## src/rtl/aisg_pkg.sv

```systemverilog
package aisg_pkg;

  localparam int COUNT_BITS   = 24;
  localparam int TRAFFIC_BITS = 40;
  localparam int LEVEL_BITS   = 16;
  localparam int CFG_IDX_BITS = 3;
  localparam int CFG_DATA_BITS = TRAFFIC_BITS;

  localparam logic [COUNT_BITS-1:0]   COUNT_MAX   = {COUNT_BITS{1'b1}};
  localparam logic [TRAFFIC_BITS-1:0] TRAFFIC_MAX = {TRAFFIC_BITS{1'b1}};
  localparam logic [LEVEL_BITS-1:0]   LEVEL_MAX   = {LEVEL_BITS{1'b1}};

  // Request commands
  localparam logic [2:0] CMD_SAMPLE     = 3'd0;
  localparam logic [2:0] CMD_TICK_END   = 3'd1;
  localparam logic [2:0] CMD_SUSPEND    = 3'd2;
  localparam logic [2:0] CMD_RESUME     = 3'd3;
  localparam logic [2:0] CMD_SET_ENABLE = 3'd4;
  localparam logic [2:0] CMD_SET_SLEEP  = 3'd5;
  localparam logic [2:0] CMD_END_QUERY  = 3'd6;
  localparam logic [2:0] CMD_RELEASE    = 3'd7;

  // Sample sources
  localparam logic [1:0] CH_CPU     = 2'd0;
  localparam logic [1:0] CH_DISK    = 2'd1;
  localparam logic [1:0] CH_TRAFFIC = 2'd2;

  // Configuration register indexes
  localparam logic [CFG_IDX_BITS-1:0] REG_MONITOR_MASK   = 3'd0;
  localparam logic [CFG_IDX_BITS-1:0] REG_CPU_BUSY       = 3'd1;
  localparam logic [CFG_IDX_BITS-1:0] REG_DISK_BUSY      = 3'd2;
  localparam logic [CFG_IDX_BITS-1:0] REG_TRAFFIC_BUSY   = 3'd3;
  localparam logic [CFG_IDX_BITS-1:0] REG_CPU_QUIET      = 3'd4;
  localparam logic [CFG_IDX_BITS-1:0] REG_DISK_QUIET     = 3'd5;
  localparam logic [CFG_IDX_BITS-1:0] REG_TRAFFIC_QUIET  = 3'd6;

  typedef struct packed {
    logic [2:0]              cmd;
    logic [1:0]              channel;
    logic [TRAFFIC_BITS-1:0] sample_value;
    logic                    flag;
  } in_req_t;

  typedef struct packed {
    logic blocking;
    logic enabled;
    logic sleep_armed;
    logic enter_sleep;
    logic end_session_allowed;
  } out_req_t;

  // Clear on busy, else count up and hold at full scale
  function automatic logic [COUNT_BITS-1:0] quiet_update(
    input logic [COUNT_BITS-1:0] count,
    input logic                  busy
  );
    logic [COUNT_BITS-1:0] res;
    if (busy) begin
      res = '0;
    end else if (count == COUNT_MAX) begin
      res = COUNT_MAX;
    end else begin
      res = count + 1'b1;
    end
    return res;
  endfunction

endpackage

```

## src/rtl/activity_idle_shutdown_guard.sv

```systemverilog
// Activity idle shutdown guard. Each request (sample, tick end, suspend, resume,
// set enable, set sleep, end query, forced release) is taken and its status word
// appears in the output register on the next cycle; a new request can be taken
// every cycle as long as the output register is empty or being drained, so the
// sustained rate is one request per clock. The rate is set by the single state
// update path: one 40-bit saturating add for traffic, or on a tick end a 24-bit
// counter step followed by its compare against the quiet threshold. The user
// must write configuration registers through the write port only while no
// request is in flight; the block does not enforce this. No read-back, no clearing pass.
module activity_idle_shutdown_guard (
  input  logic                                clk,
  input  logic                                rst,
  input  logic                                in_valid,
  output logic                                in_stall,
  input  aisg_pkg::in_req_t                   in_data,
  output logic                                out_valid,
  input  logic                                out_stall,
  output aisg_pkg::out_req_t                  out_data,
  input  logic                                cfg_write_en,
  input  logic [aisg_pkg::CFG_IDX_BITS-1:0]   cfg_index,
  input  logic [aisg_pkg::CFG_DATA_BITS-1:0]  cfg_data
);
  import aisg_pkg::*;

  // Configuration
  logic [2:0]              monitor_mask;
  logic [LEVEL_BITS-1:0]   cpu_busy_level;
  logic [LEVEL_BITS-1:0]   disk_busy_level;
  logic [TRAFFIC_BITS-1:0] traffic_busy_level;
  logic [COUNT_BITS-1:0]   cpu_quiet_needed;
  logic [COUNT_BITS-1:0]   disk_quiet_needed;
  logic [COUNT_BITS-1:0]   traffic_quiet_needed;

  // State
  logic [COUNT_BITS-1:0]   cpu_quiet_count, cpu_quiet_count_next;
  logic [COUNT_BITS-1:0]   disk_quiet_count, disk_quiet_count_next;
  logic [COUNT_BITS-1:0]   traffic_quiet_count, traffic_quiet_count_next;
  logic [LEVEL_BITS-1:0]   cpu_peak, cpu_peak_next;
  logic [LEVEL_BITS-1:0]   disk_peak, disk_peak_next;
  logic [TRAFFIC_BITS-1:0] traffic_total, traffic_total_next;
  logic [2:0]              sample_seen, sample_seen_next;
  logic                    blocking_flag, blocking_flag_next;
  logic                    enabled_flag, enabled_flag_next;
  logic                    chosen_enable, chosen_enable_next;
  logic                    sleep_flag, sleep_flag_next;

  logic                    in_accept;
  logic [LEVEL_BITS-1:0]   level_sample;
  logic [TRAFFIC_BITS:0]   traffic_sum;
  logic                    quiet_short;
  out_req_t                result;

  // Take a request whenever the output register is free or draining
  assign in_stall  = out_valid && out_stall;
  assign in_accept = in_valid && !in_stall;

  // Clip cpu/disk sample to the level range
  assign level_sample = (|in_data.sample_value[TRAFFIC_BITS-1:LEVEL_BITS]) ?
                        LEVEL_MAX : in_data.sample_value[LEVEL_BITS-1:0];
  assign traffic_sum  = {1'b0, traffic_total} + {1'b0, in_data.sample_value};

  // Compute next state and status for the request
  always_comb begin
    cpu_quiet_count_next     = cpu_quiet_count;
    disk_quiet_count_next    = disk_quiet_count;
    traffic_quiet_count_next = traffic_quiet_count;
    cpu_peak_next            = cpu_peak;
    disk_peak_next           = disk_peak;
    traffic_total_next       = traffic_total;
    sample_seen_next         = sample_seen;
    blocking_flag_next       = blocking_flag;
    enabled_flag_next        = enabled_flag;
    chosen_enable_next       = chosen_enable;
    sleep_flag_next          = sleep_flag;
    quiet_short              = 1'b0;
    result.enter_sleep         = 1'b0;
    result.end_session_allowed = 1'b1;

    case (in_data.cmd)
      CMD_SAMPLE: begin
        case (in_data.channel)
          CH_CPU: begin
            if (level_sample > cpu_peak) begin
              cpu_peak_next = level_sample;
            end
            sample_seen_next[0] = 1'b1;
          end
          CH_DISK: begin
            if (level_sample > disk_peak) begin
              disk_peak_next = level_sample;
            end
            sample_seen_next[1] = 1'b1;
          end
          CH_TRAFFIC: begin
            traffic_total_next  = traffic_sum[TRAFFIC_BITS] ? TRAFFIC_MAX :
                                  traffic_sum[TRAFFIC_BITS-1:0];
            sample_seen_next[2] = 1'b1;
          end
          default: begin
            // unknown source: drop the sample
          end
        endcase
      end
      CMD_TICK_END: begin
        if (sample_seen[0]) begin
          cpu_quiet_count_next = quiet_update(cpu_quiet_count, cpu_peak > cpu_busy_level);
        end
        if (sample_seen[1]) begin
          disk_quiet_count_next = quiet_update(disk_quiet_count,
                                               disk_peak > disk_busy_level);
        end
        if (sample_seen[2]) begin
          traffic_quiet_count_next = quiet_update(traffic_quiet_count,
                                                  traffic_total > traffic_busy_level);
        end
        cpu_peak_next      = '0;
        disk_peak_next     = '0;
        traffic_total_next = '0;
        sample_seen_next   = '0;
        // Blocking check against the counters as they stand after this tick
        quiet_short =
          (monitor_mask[0] && (cpu_quiet_count_next < cpu_quiet_needed)) ||
          (monitor_mask[1] && (disk_quiet_count_next < disk_quiet_needed)) ||
          (monitor_mask[2] && (traffic_quiet_count_next < traffic_quiet_needed));
        if (enabled_flag) begin
          if (blocking_flag && !quiet_short) begin
            blocking_flag_next = 1'b0;
            if (sleep_flag) begin
              sleep_flag_next    = 1'b0;
              result.enter_sleep = 1'b1;
            end
          end else if (!blocking_flag && quiet_short) begin
            blocking_flag_next = 1'b1;
          end
        end
      end
      CMD_SUSPEND: begin
        enabled_flag_next = 1'b0;
      end
      CMD_RESUME: begin
        enabled_flag_next = chosen_enable;
      end
      CMD_SET_ENABLE: begin
        enabled_flag_next  = in_data.flag;
        chosen_enable_next = in_data.flag;
        if (in_data.flag) begin
          blocking_flag_next = 1'b0;
        end
      end
      CMD_SET_SLEEP: begin
        sleep_flag_next = in_data.flag;
      end
      CMD_END_QUERY: begin
        if (enabled_flag && blocking_flag) begin
          sleep_flag_next            = 1'b0;
          result.end_session_allowed = 1'b0;
        end
      end
      CMD_RELEASE: begin
        blocking_flag_next = 1'b0;
      end
      default: begin
        blocking_flag_next = blocking_flag;
      end
    endcase

    result.blocking    = blocking_flag_next;
    result.enabled     = enabled_flag_next;
    result.sleep_armed = sleep_flag_next;
  end

  // Write configuration registers
  always_ff @(posedge clk) begin
    if (rst) begin
      monitor_mask         <= '0;
      cpu_busy_level       <= '0;
      disk_busy_level      <= '0;
      traffic_busy_level   <= '0;
      cpu_quiet_needed     <= '0;
      disk_quiet_needed    <= '0;
      traffic_quiet_needed <= '0;
    end else if (cfg_write_en) begin
      case (cfg_index)
        REG_MONITOR_MASK:  monitor_mask         <= cfg_data[2:0];
        REG_CPU_BUSY:      cpu_busy_level       <= cfg_data[LEVEL_BITS-1:0];
        REG_DISK_BUSY:     disk_busy_level      <= cfg_data[LEVEL_BITS-1:0];
        REG_TRAFFIC_BUSY:  traffic_busy_level   <= cfg_data[TRAFFIC_BITS-1:0];
        REG_CPU_QUIET:     cpu_quiet_needed     <= cfg_data[COUNT_BITS-1:0];
        REG_DISK_QUIET:    disk_quiet_needed    <= cfg_data[COUNT_BITS-1:0];
        REG_TRAFFIC_QUIET: traffic_quiet_needed <= cfg_data[COUNT_BITS-1:0];
        default: begin
          // no register at this index: drop the write
        end
      endcase
    end
  end

  // Advance state on an accepted request
  always_ff @(posedge clk) begin
    if (rst) begin
      cpu_quiet_count     <= '0;
      disk_quiet_count    <= '0;
      traffic_quiet_count <= '0;
      cpu_peak            <= '0;
      disk_peak           <= '0;
      traffic_total       <= '0;
      sample_seen         <= '0;
      blocking_flag       <= 1'b0;
      enabled_flag        <= 1'b0;
      chosen_enable       <= 1'b0;
      sleep_flag          <= 1'b0;
    end else if (in_accept) begin
      cpu_quiet_count     <= cpu_quiet_count_next;
      disk_quiet_count    <= disk_quiet_count_next;
      traffic_quiet_count <= traffic_quiet_count_next;
      cpu_peak            <= cpu_peak_next;
      disk_peak           <= disk_peak_next;
      traffic_total       <= traffic_total_next;
      sample_seen         <= sample_seen_next;
      blocking_flag       <= blocking_flag_next;
      enabled_flag        <= enabled_flag_next;
      chosen_enable       <= chosen_enable_next;
      sleep_flag          <= sleep_flag_next;
    end
  end

  // Output register: load on accept, drop once taken
  always_ff @(posedge clk) begin
    if (rst) begin
      out_valid <= 1'b0;
    end else if (in_accept) begin
      out_valid <= 1'b1;
    end else if (!out_stall) begin
      out_valid <= 1'b0;
    end
  end

  always_ff @(posedge clk) begin
    if (in_accept) begin
      out_data <= result;
    end
  end

  // A sleep pulse always comes with the block released and sleep disarmed
  a_sleep_pulse: assert property (@(posedge clk) disable iff (rst)
    out_valid && out_data.enter_sleep |-> !out_data.blocking && !out_data.sleep_armed)
    else $error("enter_sleep with blocking or sleep still armed");

  // A denied end query only happens while enabled and blocking, with sleep dropped
  a_deny: assert property (@(posedge clk) disable iff (rst)
    out_valid && !out_data.end_session_allowed |->
      out_data.blocking && out_data.enabled && !out_data.sleep_armed)
    else $error("end query denied outside an enabled block");

  // Every accepted request shows a status word on the next cycle
  a_result: assert property (@(posedge clk) disable iff (rst)
    in_accept |=> out_valid)
    else $error("accepted request produced no status");

  // A tick end clears the per-tick accumulators
  a_tick_clear: assert property (@(posedge clk) disable iff (rst)
    in_accept && in_data.cmd == CMD_TICK_END |=>
      sample_seen == '0 && traffic_total == '0 && cpu_peak == '0 && disk_peak == '0)
    else $error("tick end left accumulators set");

endmodule

```

## config.mk

```make
export PLATFORM = sky130hd
export DESIGN_NAME = activity_idle_shutdown_guard
export DESIGN_NICKNAME = d
export VERILOG_FILES = /design/src/rtl/aisg_pkg.sv /design/src/rtl/activity_idle_shutdown_guard.sv
export SDC_FILE = /design/constraint.sdc
export NUM_CORES = 1
export LEC_CHECK = 0
export CORE_UTILIZATION = 55
export DETAILED_ROUTE_END_ITERATION = 10
export DONT_BUFFER_PORTS = 1
export GPL_TIMING_DRIVEN = 0
export MAX_ROUTING_LAYER = met4
export PLACE_DENSITY = 0.73
export SYNTH_ARGS = -nofsm -noshare
export SYNTH_HDL_FRONTEND = slang
export SYNTH_SLANG_ARGS = --single-unit
```

## constraint.sdc

```tcl
create_clock -name clk -period 4.4 [get_ports clk]
set_input_delay 0.22 -clock clk [delete_from_list [all_inputs] [get_ports clk]]
set_output_delay 0.22 -clock clk [all_outputs]
set_load 0.005 [all_outputs]
```

== After elaboration in Yosys (flattened, before gate mapping) ==
Cells that the tools add are included.

* Logic and storage cells: 135
* Input port bits: 94
* Flip-flop bits (word level): 304
* Output and inout bits: 7

* Eq/ne operators: 24
* Add/subtract/negate cells: 4
* Mux-type cells: 40
* Reductions and logical operators: 33
* $lt $le $gt $ge: 8

{| class="wikitable"
|+ Operators by type and width
! cell !! count
|-
| 24-bit two-way mux || 12
|-
| 16-bit two-way mux || 5
|-
| 40-bit two-way mux || 2
|-
| 40-bit case mux with 2 select lines || 1
|-
| 24-bit by 1-bit adder with 24-bit output, second input constant || 3
|-
| 24-bit equality test, second input constant || 3
|-
| 24-bit < comparator || 3
|-
| 16-bit greater-than comparator || 4
|-
| 16-bit case mux with 2 select lines || 2
|-
| 40-bit by 40-bit adder with 41-bit output || 1
|-
| 40-bit greater-than comparator || 1
|-
| 24-bit OR reduction || 1
|-
| 3-bit equality test, second input constant || 7
|-
| 2-bit AND reduction || 9
|-
| 1-bit two-way mux || 14
|-
| 3-bit by 2-bit equality test with 1-bit output, second input constant || 4
|-
| 3-bit AND reduction || 4
|-
| 1-bit case mux with 3 select lines || 3
|-
| 1-bit logical AND || 8
|-
| 4-bit AND reduction || 2
|-
| 3-bit by 1-bit equality test with 1-bit output, second input constant || 2
|-
| 3-bit zero test || 2
|-
| 2-bit by 1-bit != test with 1-bit output, second input constant || 3
|-
| 2-bit != test, second input constant || 3
|-
| other kinds (7) || 10
|}

== Longest topological paths before layout ==
Gate-level depths: netlist of run 1.

* Depth in word-level cells: 14
* Mapped depth: 21
* Depth with buffers taken out: 20

== Least setup slack after synthesis of run 1 ==
Ideal clock, no wire load.

* Path kind: register to register
* From: register cpu_busy_level[13]
* To: register out_data[4] (netlist bit), data pin
* Path slack: -0.094 ns
* Setup time: 0.278 ns
* Arrival time: 4.216 ns
* Data required time: 4.122 ns
* Stages on the path, launching flop included: 21
* Buffers on the path: 1
* Period minus slack after synthesis: 4.494 ns
* Path through: dfxtp_1 > inv_1 > ha_1 > nand4_1 > or4_1 > a21oi_1 > a211o_1 > o22ai_1 > clkbuf_1 > o41ai_1 > a21oi_1 > ha_1 > nand3_1 > or4_1 > or3_1 > nor3_1 > a21oi_1 > o221ai_1 > a31oi_1 > nor4_4 > a311oi_1

* Word-level cells in the longest chain between the ends: 13
* Elaborated cells between the ends (all ways): 15
* Classes of those cells: order compare: 2; mux: 7; reduce/logical: 6

{| class="wikitable"
|+ Ends and longest elaborated chain
! item !! line !! RTL
|-
| start, declared || activity_idle_shutdown_guard.sv:27 || <nowiki>logic [LEVEL_BITS-1:0] cpu_busy_level;</nowiki>
|-
| start signal, assigned || activity_idle_shutdown_guard.sv:185 || <nowiki>REG_CPU_BUSY: cpu_busy_level <= cfg_data[LEVEL_BITS-1:0];</nowiki>
|-
| 16-bit greater-than comparator * || activity_idle_shutdown_guard.sv:106 || <nowiki>cpu_quiet_count_next = quiet_update(cpu_quiet_count, cpu_peak > cpu_busy_level);</nowiki>
|-
| 24-bit two-way mux * || aisg_pkg.sv:58 || <nowiki>if (busy) begin</nowiki>
|-
| 24-bit two-way mux * || activity_idle_shutdown_guard.sv:105 || <nowiki>if (sample_seen[0]) begin</nowiki>
|-
| 24-bit two-way mux * || activity_idle_shutdown_guard.sv:79 || <nowiki>case (in_data.cmd)</nowiki>
|-
| 24-bit < comparator * || activity_idle_shutdown_guard.sv:122 || <nowiki>(monitor_mask[0] && (cpu_quiet_count_next < cpu_quiet_needed)) ||</nowiki>
|-
| 1-bit logical AND * || activity_idle_shutdown_guard.sv:122 ||
|-
| 1-bit logical OR * || activity_idle_shutdown_guard.sv:122 ||
|-
| 1-bit logical OR * || activity_idle_shutdown_guard.sv:123 || <nowiki>(monitor_mask[1] && (disk_quiet_count_next < disk_quiet_needed)) ||</nowiki>
|-
| 1-bit logical AND / 1-bit zero test (equally long branches) || activity_idle_shutdown_guard.sv:132, activity_idle_shutdown_guard.sv:126 ||
|-
| 1-bit two-way mux / 1-bit logical AND (equally long branches) || activity_idle_shutdown_guard.sv:132, activity_idle_shutdown_guard.sv:126 ||
|-
| 1-bit two-way mux * || activity_idle_shutdown_guard.sv:126 || <nowiki>if (blocking_flag && !quiet_short) begin</nowiki>
|-
| 1-bit two-way mux * || activity_idle_shutdown_guard.sv:125 || <nowiki>if (enabled_flag) begin</nowiki>
|-
| 1-bit case mux with 3 select lines * || activity_idle_shutdown_guard.sv:79 ||
|-
| via blocking_flag_next || activity_idle_shutdown_guard.sv:42 || <nowiki>logic blocking_flag, blocking_flag_next;</nowiki>
|-
| end signal, assigned || activity_idle_shutdown_guard.sv:240 || <nowiki>out_data <= result;</nowiki>
|-
| end, declared || activity_idle_shutdown_guard.sv:18 || <nowiki>output aisg_pkg::out_req_t out_data,</nowiki>
|}

Mark *: on every way through the listed nets, which the timed path passes. The rest lies on a longest branch. The select of a mux whose other input is x is not followed.
A chain may end at the register's enable or synchronous reset.

== Final worst setup path of run 1 ==
* From: register traffic_busy_level[37]
* To: register out_data[4] (netlist bit), data pin

* Word-level cells in the longest chain between the ends: 12
* Elaborated cells between the ends (all ways): 14
* Classes of those cells: order compare: 2; mux: 7; reduce/logical: 5

{| class="wikitable"
|+ Ends and longest elaborated chain
! item !! line !! RTL
|-
| start, declared || activity_idle_shutdown_guard.sv:29 || <nowiki>logic [TRAFFIC_BITS-1:0] traffic_busy_level;</nowiki>
|-
| start signal, assigned || activity_idle_shutdown_guard.sv:187 || <nowiki>REG_TRAFFIC_BUSY: traffic_busy_level <= cfg_data[TRAFFIC_BITS-1:0];</nowiki>
|-
| 40-bit greater-than comparator * || activity_idle_shutdown_guard.sv:114 || <nowiki>traffic_total > traffic_busy_level);</nowiki>
|-
| 24-bit two-way mux * || aisg_pkg.sv:58 ||
|-
| 24-bit two-way mux * || activity_idle_shutdown_guard.sv:112 || <nowiki>if (sample_seen[2]) begin</nowiki>
|-
| 24-bit two-way mux * || activity_idle_shutdown_guard.sv:79 ||
|-
| 24-bit < comparator * || activity_idle_shutdown_guard.sv:124 || <nowiki>(monitor_mask[2] && (traffic_quiet_count_next < traffic_quiet_needed));</nowiki>
|-
| 1-bit logical AND * || activity_idle_shutdown_guard.sv:124 ||
|-
| 1-bit logical OR * || activity_idle_shutdown_guard.sv:123 ||
|-
| 1-bit logical AND / 1-bit zero test (equally long branches) || activity_idle_shutdown_guard.sv:132, activity_idle_shutdown_guard.sv:126 ||
|-
| 1-bit two-way mux / 1-bit logical AND (equally long branches) || activity_idle_shutdown_guard.sv:132, activity_idle_shutdown_guard.sv:126 ||
|-
| 1-bit two-way mux * || activity_idle_shutdown_guard.sv:126 ||
|-
| 1-bit two-way mux * || activity_idle_shutdown_guard.sv:125 ||
|-
| 1-bit case mux with 3 select lines * || activity_idle_shutdown_guard.sv:79 ||
|-
| via blocking_flag_next || activity_idle_shutdown_guard.sv:42 ||
|}

Marked as above.

==> metrics.txt, run 1 <==
outcome=complete, but fails checks; # IOs=101; Syn Inst Count=about 2700; post-route ant nets=0; Tmin final=4910 ps; worst hold path class=in -> reg; required time worst endpoint=4740 ps; Post-synth EDFFs=5; crit path launch type=flip-flop; Total Routed Length=65500 um; Synth area leader=dfxtp_1; multi-input combinational cell area=0.0131 mm^2; crit path max fanout=6; Compound-Gate Fraction of Synth Area=0.253; Worst Setup Slack, final=-506 ps; Filler Cell Count=3176; simple-gate share of the synthesized area=0.224; Mean Syn Cell Area=7.33 um^2; Yosys cell types=85; skew final=approximately 16 ps; Post-Syn Nets=3047; HPWL after DPL=48200 um; most common cell in the netlist=nand2_1; CP Capture Type=flip-flop; Peak VDD IR=roughly 0.21 mV; Pwr Density=316 mW/mm^2; FF/Latch Area=0.00618 mm^2; wire per inst=~20 um; Worst-Margin Slew=949 ps; CTS buffer count=36; nets=3168; critical path cell sequence=inv_1, ha_1, nand4_1, nand3b_1, nor2_2, and4bb_2, a211oi_2, a21boi_4, buf_8, buf_4, o21bai_1, a21oi_2, ha_1, a21oi_1, o21ai_1, a221oi_2, o21ai_2, a2111oi_2, o41a_1, nor4_4, buf_6, a311oi_4; clk root buf=clkbuf_16; FP Rows=69; largest net degree at the start of global routing=14; largest family of logic cells by synthesized area=compound AO/OA/AOI/OAI gates; leakage=~8.7 nW; Syn Std Cell Area=0.0200 mm^2; Yosys Warn Count=0; initial antenna violation count=5; Fin Setup TNS=-2070 ps; first-pass GRT wire length=slightly above 100000 um; Post-synth top cells=516 x nand2_1, 435 x a21oi_1, 299 x dfxtp_1; Clk Latency, worst-skew pair=about 540 ps; Final Core Density=0.651; Rel. slew slack=0.367; Post-synth ARST share=0; die height=around 190 um; area delta synth->final=16.1%; CTS tree=yes; Post-Synth Adder-Cell Area=0.136; FMAX=204 MHz; Core Box Area=0.0357 mm^2; violated checks=setup timing; slowest CP cell=dfxtp_2; Avg Vias per Cell=a little over 6; vias in the first global route=19300; Final Cycle Share=1.11; Hold Vio Cnt, Final=0; die area=roughly 0.037 mm^2; Final setup viols=5; final number of max-transition violations=0; Overflow after GRT=0; total power=approximately 7.4 mW; post-synthesis xor/xnor area fraction=0.0131; Largest stage delay, worst path=340 ps; port bufs=0; top cell type's share of synthesized area=0.299; Initial DRT Pass Iterations=6; number of DRC markers in iteration 0=1853; Hold Path Cell Cnt=3; crit path DAT=5250 ps; FF+latch count, synth=304; H-Tree Level Count=2; multiplexer share of the synthesized area=0.00256; Remaining DRCs=0; via count=20700; die width=between 150 and 200 um; Tot GR Track Use=0.357; Bufs on Longest Clock Path=3; Synth area leaders=dfxtp_1 30%, ha_1 13%, a21oi_1 11%, nand2_1 9.7%, o21ai_0 4.4%; gpl congestion=0.937; Top FF cell, synth=dfxtp_1; Hold Slack=8.73 ps; reg2reg path depth=22; initial core utilization=0.561; Most common cell on crit path=ha_1; CTS sink cnt=304; max_cap viols=0; share of cells above drive strength 1=0.0957; sequential-to-total area share from yosys stat=0.306; Worst-path clk slew=60 ps; crit path kind=reg -> reg; RSZ-0062 raised after global routing=yes
## per-stage QoR
stage | cells | worst slack [ps] | instance area, um^2
after floorplan | 2736 | 9.96 | 20100
after global placement | 3197 | -1480 | 20600
after detailed placement | 3197 | -1590 | 20600
after CTS | 3337 | -468 | 22900
after global routing | 3350 | -667 | 23300
final | 3350 | -506 | 23300
## critical path: cells and delay by family, from the launching register on
kind,cells,cell delay (ps)
adders and majority gates,2,620
and+or+nand+nor,5,900
AOI/OAI and AO/OA,11,2340
DFF,1,340
buffers and inverters,4,500
## cells by family after synthesis
logic type / count (synthesis)
buffers and inverters: 343
AOI/OAI and AO/OA: 864
and+or+nand+nor: 973
adders and majority gates: 217
xor gates and xnor gates: 30
muxes: 5
DFF: 304
## final cells by class
cell class | instances | area share
Inverter | 206 | 0.0332
Sequential cell | 304 | 0.265
Clock inverter | 15 | 0.00844
Antenna cell | 5 | 0.000537
Multi-Input combinational cell | 2089 | 0.564
Clock buffer | 50 | 0.0449
Timing Repair Buffer | 84 | 0.0344
Tap cell | 461 | 0.0248
Buffer | 136 | 0.0247
## power by group
part / switching [mW] / internal, mW / total [mW] / leakage, nW
sequential: 0.0543 / 2.82 / 2.87 / 2.48
clock: 1.25 / 1.91 / 3.15 / 0.602
combinational: 0.768 / 0.556 / 1.32 / 5.61
total: 2.07 / 5.28 / 7.35 / 8.70
## what timing repair did
action	CTS	global route
endpoints found under the hold margin	159	0
setup endpoints to repair	5	5
pin swaps	34	38
resized for setup	77	73
hold buffers	52	0
buffers inserted	23	9
## state kept, by name, indices dropped and copies added (netlist names), 3 cells and up
register and cells:
traffic_quiet_count 24, disk_busy_level 16, cpu_peak 16, disk_quiet_count 24
disk_quiet_needed 24, sample_seen 3, monitor_mask 3, disk_peak 16
cpu_quiet_count 24, cpu_busy_level 16, traffic_total 40, out_data 5
traffic_busy_level 40, cpu_quiet_needed 24, traffic_quiet_needed 24
## worst paths after layout
path / start / end / slack [ps]
worst min-delay path: rst / traffic_total[36] / 9
worst min register to register: traffic_busy_level[30] / traffic_busy_level[30] / 450
worst max register to register: traffic_busy_level[37] / out_data[4] / -510
worst max-delay path: traffic_busy_level[37] / out_data[4] / -510
## placed cells by master (no fill, tap or decap), types with 8 or more instances in the layout
| master | netlist | layout |
|---|---|---|
| nand4_1 | 41 | 41 |
| and2_1 | 8 | 8 |
| o31ai_1 | 8 | 8 |
| a211oi_1 | 13 | 12 |
| and4_1 | 12 | 12 |
| buf_4 | 2 | 28 |
| nand2_1 | 516 | 512 |
| inv_1 | 206 | 200 |
| a21oi_1 | 435 | 426 |
| a21o_1 | 44 | 44 |
| a21oi_2 | 6 | 15 |
| a41oi_1 | 10 | 9 |
| ha_4 | 0 | 18 |
| a31oi_1 | 18 | 16 |
| nor2b_1 | 40 | 40 |
| xnor2_1 | 13 | 13 |
| o211ai_1 | 20 | 20 |
| and3_1 | 36 | 35 |
| or3_1 | 12 | 11 |
| o21ai_0 | 177 | 168 |
| o21a_1 | 23 | 23 |
| buf_1 | 10 | 10 |
| a31o_2 | 20 | 20 |
| dfxtp_2 | 0 | 26 |
| ha_1 | 216 | 195 |
| nor2_1 | 101 | 94 |
| o21ai_1 | 8 | 12 |
| nor3_1 | 41 | 39 |
| nor4_1 | 14 | 12 |
| clkbuf_16 | 0 | 38 |
| nor2_2 | 1 | 8 |
| nand2b_1 | 20 | 20 |
| xor2_1 | 17 | 17 |
| dlygate4sd3_1 | 0 | 52 |
| or2_2 | 16 | 16 |
| dfxtp_1 | 299 | 271 |
| clkbuf_1 | 118 | 117 |
| nand3_1 | 91 | 89 |
## routing by layer
layer | share of wire | GRT usage | up-vias | routed length, um
met5 | 0 | - | - | 0
met4 | 0.040 | 0.136 | 0 | 2630
met3 | 0.075 | 0.0473 | 195 | 4910
met2 | 0.46 | 0.572 | 918 | 30100
met1 | 0.43 | 0.456 | 9662 | 27900
li1 | - | - | 9894 | -
Power figures use the tool's default switching activity.
==> run 2, diff against run 1 <==
--- a/config.mk
+++ b/config.mk
@@ -10,7 +10,7 @@
 export DONT_BUFFER_PORTS = 1
 export GPL_TIMING_DRIVEN = 0
 export MAX_ROUTING_LAYER = met4
-export PLACE_DENSITY = 0.73
+export PLACE_DENSITY = 0.7
 export SYNTH_ARGS = -nofsm -noshare
 export SYNTH_HDL_FRONTEND = slang
 export SYNTH_SLANG_ARGS = --single-unit
==> constraint.sdc (replaced) <==
create_clock -name clk -period 4.8 [get_ports clk]
set_input_delay 0.24 -clock clk [delete_from_list [all_inputs] [get_ports clk]]
set_output_delay 0.24 -clock clk [all_outputs]
set_load 0.005 [all_outputs]
==> run 2 against run 1 <==
  * The flow now finishes without violations
  * Utilization is 0.27 points lower
  * First-iteration DRC count grew 3.7%
  * Register-to-register slack improved by 510 ps
  * Die area did not move
  * Sequential power shrank 8.0%
  * Worst setup slack improved by 510 ps
  * Maximum frequency increased by 2.2%
  * Flip-flop and latch count unchanged
  * Critical path type unchanged
==> metrics.txt, run 2 (synthesis results as in run 1) <==
outcome=finished clean (was complete, but fails checks); Final Cycle Share=1.00 (was 1.11); CTS buffer count=36 (unchanged); Reg-to-Reg End=out_data[4] (unchanged); Worst-Margin Slew=1050 ps (was 949 ps); via count=20600 (was 20700); Regs by FF count=traffic_busy_level: 40 flops, traffic_total: 40 flops (unchanged); Peak VDD IR=0.215 mV (was 0.210 mV); Total Routed Length=66600 um (was 65500 um); gpl congestion=0.969 (was 0.937); Clk Latency, worst-skew pair=530 ps (was 540 ps); clk root buf=clkbuf_16 (unchanged); Filler Cell Count=3186 (was 3176); CTS tree=yes (unchanged); Worst-path clk slew=60 ps (about the same); FP Rows=69 (unchanged); HPWL after DPL=49500 um (was 48200 um); vias in the first global route=19100 (was 19300); skew final=15.0 ps (was 16.4 ps); share of cells above drive strength 1=0.0960 (was 0.0957); largest net degree at the start of global routing=13 (was 14); die height=193 um (unchanged); required time worst endpoint=5140 ps (was 4740 ps); Final Instance Area=0.0232 mm^2 (was 0.0233 mm^2); reg2reg path depth=22 (unchanged); nets=3162 (was 3168); Tot GR Track Use=0.361 (was 0.357); Initial DRT Pass Iterations=6 (unchanged); port bufs=0 (unchanged); Remaining DRCs=0 (unchanged); max_cap viols=0 (unchanged); crit path max fanout=6 (unchanged); first-pass GRT wire length=102000 um (about the same); crit path launch type=flip-flop (unchanged); CP Capture Type=flip-flop (unchanged); crit path DAT=5140 ps (was 5250 ps); Final Core Density=0.649 (was 0.651); initial core utilization=0.561 (unchanged); CTS sink cnt=304 (unchanged); Rel. slew slack=0.294 (was 0.367); number of DRC markers in iteration 0=1922 (was 1853); CP startpoint=traffic_busy_level[32] (was traffic_busy_level[37]); FMAX=208 MHz (was 204 MHz); Avg Vias per Cell=6.15 (was 6.17); H-Tree Level Count=2 (unchanged); Overflow after GRT=0 (unchanged); crit path kind=reg -> reg (unchanged); FF-to-FF Start=traffic_busy_level[32] (was traffic_busy_level[37]); initial antenna violation count=6 (was 5); crit path to=out_data[4] (unchanged); commonest cells after routing, fill and taps aside=514 x nand2_1, 421 x a21oi_1, 269 x dfxtp_1, 198 x ha_1, 197 x inv_1 (was 512 x nand2_1, 426 x a21oi_1, 271 x dfxtp_1, 200 x inv_1, 195 x ha_1); Area after DPL=0.0206 mm^2 (about the same); leakage=8.65 nW (was 8.70 nW); worst hold path class=in -> reg (unchanged); final number of max-transition violations=0 (unchanged); wire per inst=19.9 um (was 19.6 um); die area=0.0372 mm^2 (unchanged); RSZ-0062 raised after global routing=yes (unchanged); post-route ant nets=0 (unchanged); most common cell after layout, fill and taps aside=nand2_1 (unchanged); Tmin final=4800 ps (was 4910 ps); Bufs on Longest Clock Path=3 (unchanged); # IOs=101 (unchanged); R2R Setup Slk=2 ps (was -510 ps); Hold Vio Cnt, Final=0 (unchanged); die width=193 um (unchanged); area delta synth->final=15.7% (was 16.1%); Pwr Density=285 mW/mm^2 (was 316 mW/mm^2); Final setup viols=0 (was 5); Core Box Area=0.0357 mm^2 (unchanged)
## run 2: worst min-delay path by stage
| stage | startpoint | slack, ps | endpoint | depth (start not counted) |
|---|---|---|---|---|
| 6_report | rst | 20 | traffic_total[36] | 3 |
| 3_5_place_dp | cfg_data[10] | 380 | cpu_quiet_needed[10] | 2 |
| 2_1_floorplan | in_valid | 360 | out_valid | 2 |
| 5_1_grt | in_data[1] | 40 | traffic_total[0] | 2 |
| 4_1_cts | rst | 10 | traffic_total[36] | 3 |
| 3_3_place_gp | in_valid | 360 | out_valid | 2 |
## run 2: per-stage QoR
| step | TNS, ps | setup WS, ps | total power [mW] | hold WS (ps) | instances |
|---|---|---|---|---|---|
| floorplan | 0 | 306 | 3.31 | 361 | 2736 |
| global placement | -4510 | -969 | 3.54 | 365 | 3197 |
| detailed placement | -4790 | -1050 | 3.56 | 384 | 3197 |
| CTS | -132 | -69.2 | 6.49 | 12.4 | 3327 |
| global route | -405 | -143 | 6.82 | 35.4 | 3342 |
| finish | 0 | 1.90 | 6.60 | 24.8 | 3342 |
## run 2: area by class of cell
cell class / count / area (um^2) / area share
diodes: 6 / 15.0 / 0.000648
repair buffers: 78 / 722 / 0.0311
flip-flops and latches: 304 / 6180 / 0.266
well taps: 461 / 577 / 0.0249
multi-input cells: 2089 / 13200 / 0.568
plain buffers: 136 / 573 / 0.0247
inverters: 206 / 773 / 0.0334
clock inverters: 11 / 135 / 0.00583
clock buffers: 51 / 1040 / 0.0448
## run 2: power breakdown
| part | leakage (nW) | internal (mW) | switching (mW) |
|---|---|---|---|
| Sequential | 2.48 | 2.59 | 0.0538 |
| Combinational | 5.59 | 0.482 | 0.713 |
| Clock | 0.575 | 1.66 | 1.10 |
## run 2: worst max-delay path: stages (launching register included)
cell	delay [ps]
dfxtp_2	360
inv_2	40
ha_1	270
and4_4	220
nand3b_1	120
nor2_2	170
and4bb_2	320
a211oi_4	80
a21boi_4	340
buf_8	160
buf_6	110
o21ai_4	50
o21a_1	150
ha_2	190
a2111oi_4	360
o21ai_2	130
a221oi_4	300
o21ai_4	110
a2111oi_4	310
o41a_1	330
nor4_4	80
buf_6	140
a311oi_2	250
## run 2: timing repair
item	CTS	global route
endpoints found under the setup margin	5	5
hold buffers	50	0
buffers inserted	18	10
pin swaps	30	45
gates resized for setup	63	109
hold endpoints to repair	152	0
## run 2: metal layers
layer  GRT usage  vias up  share of wire
li1            -     9880              -
met1       0.472     9650           0.44
met2       0.571      850           0.46
met3      0.0462      178          0.070
met4       0.130        0          0.038
met5           -        -              0
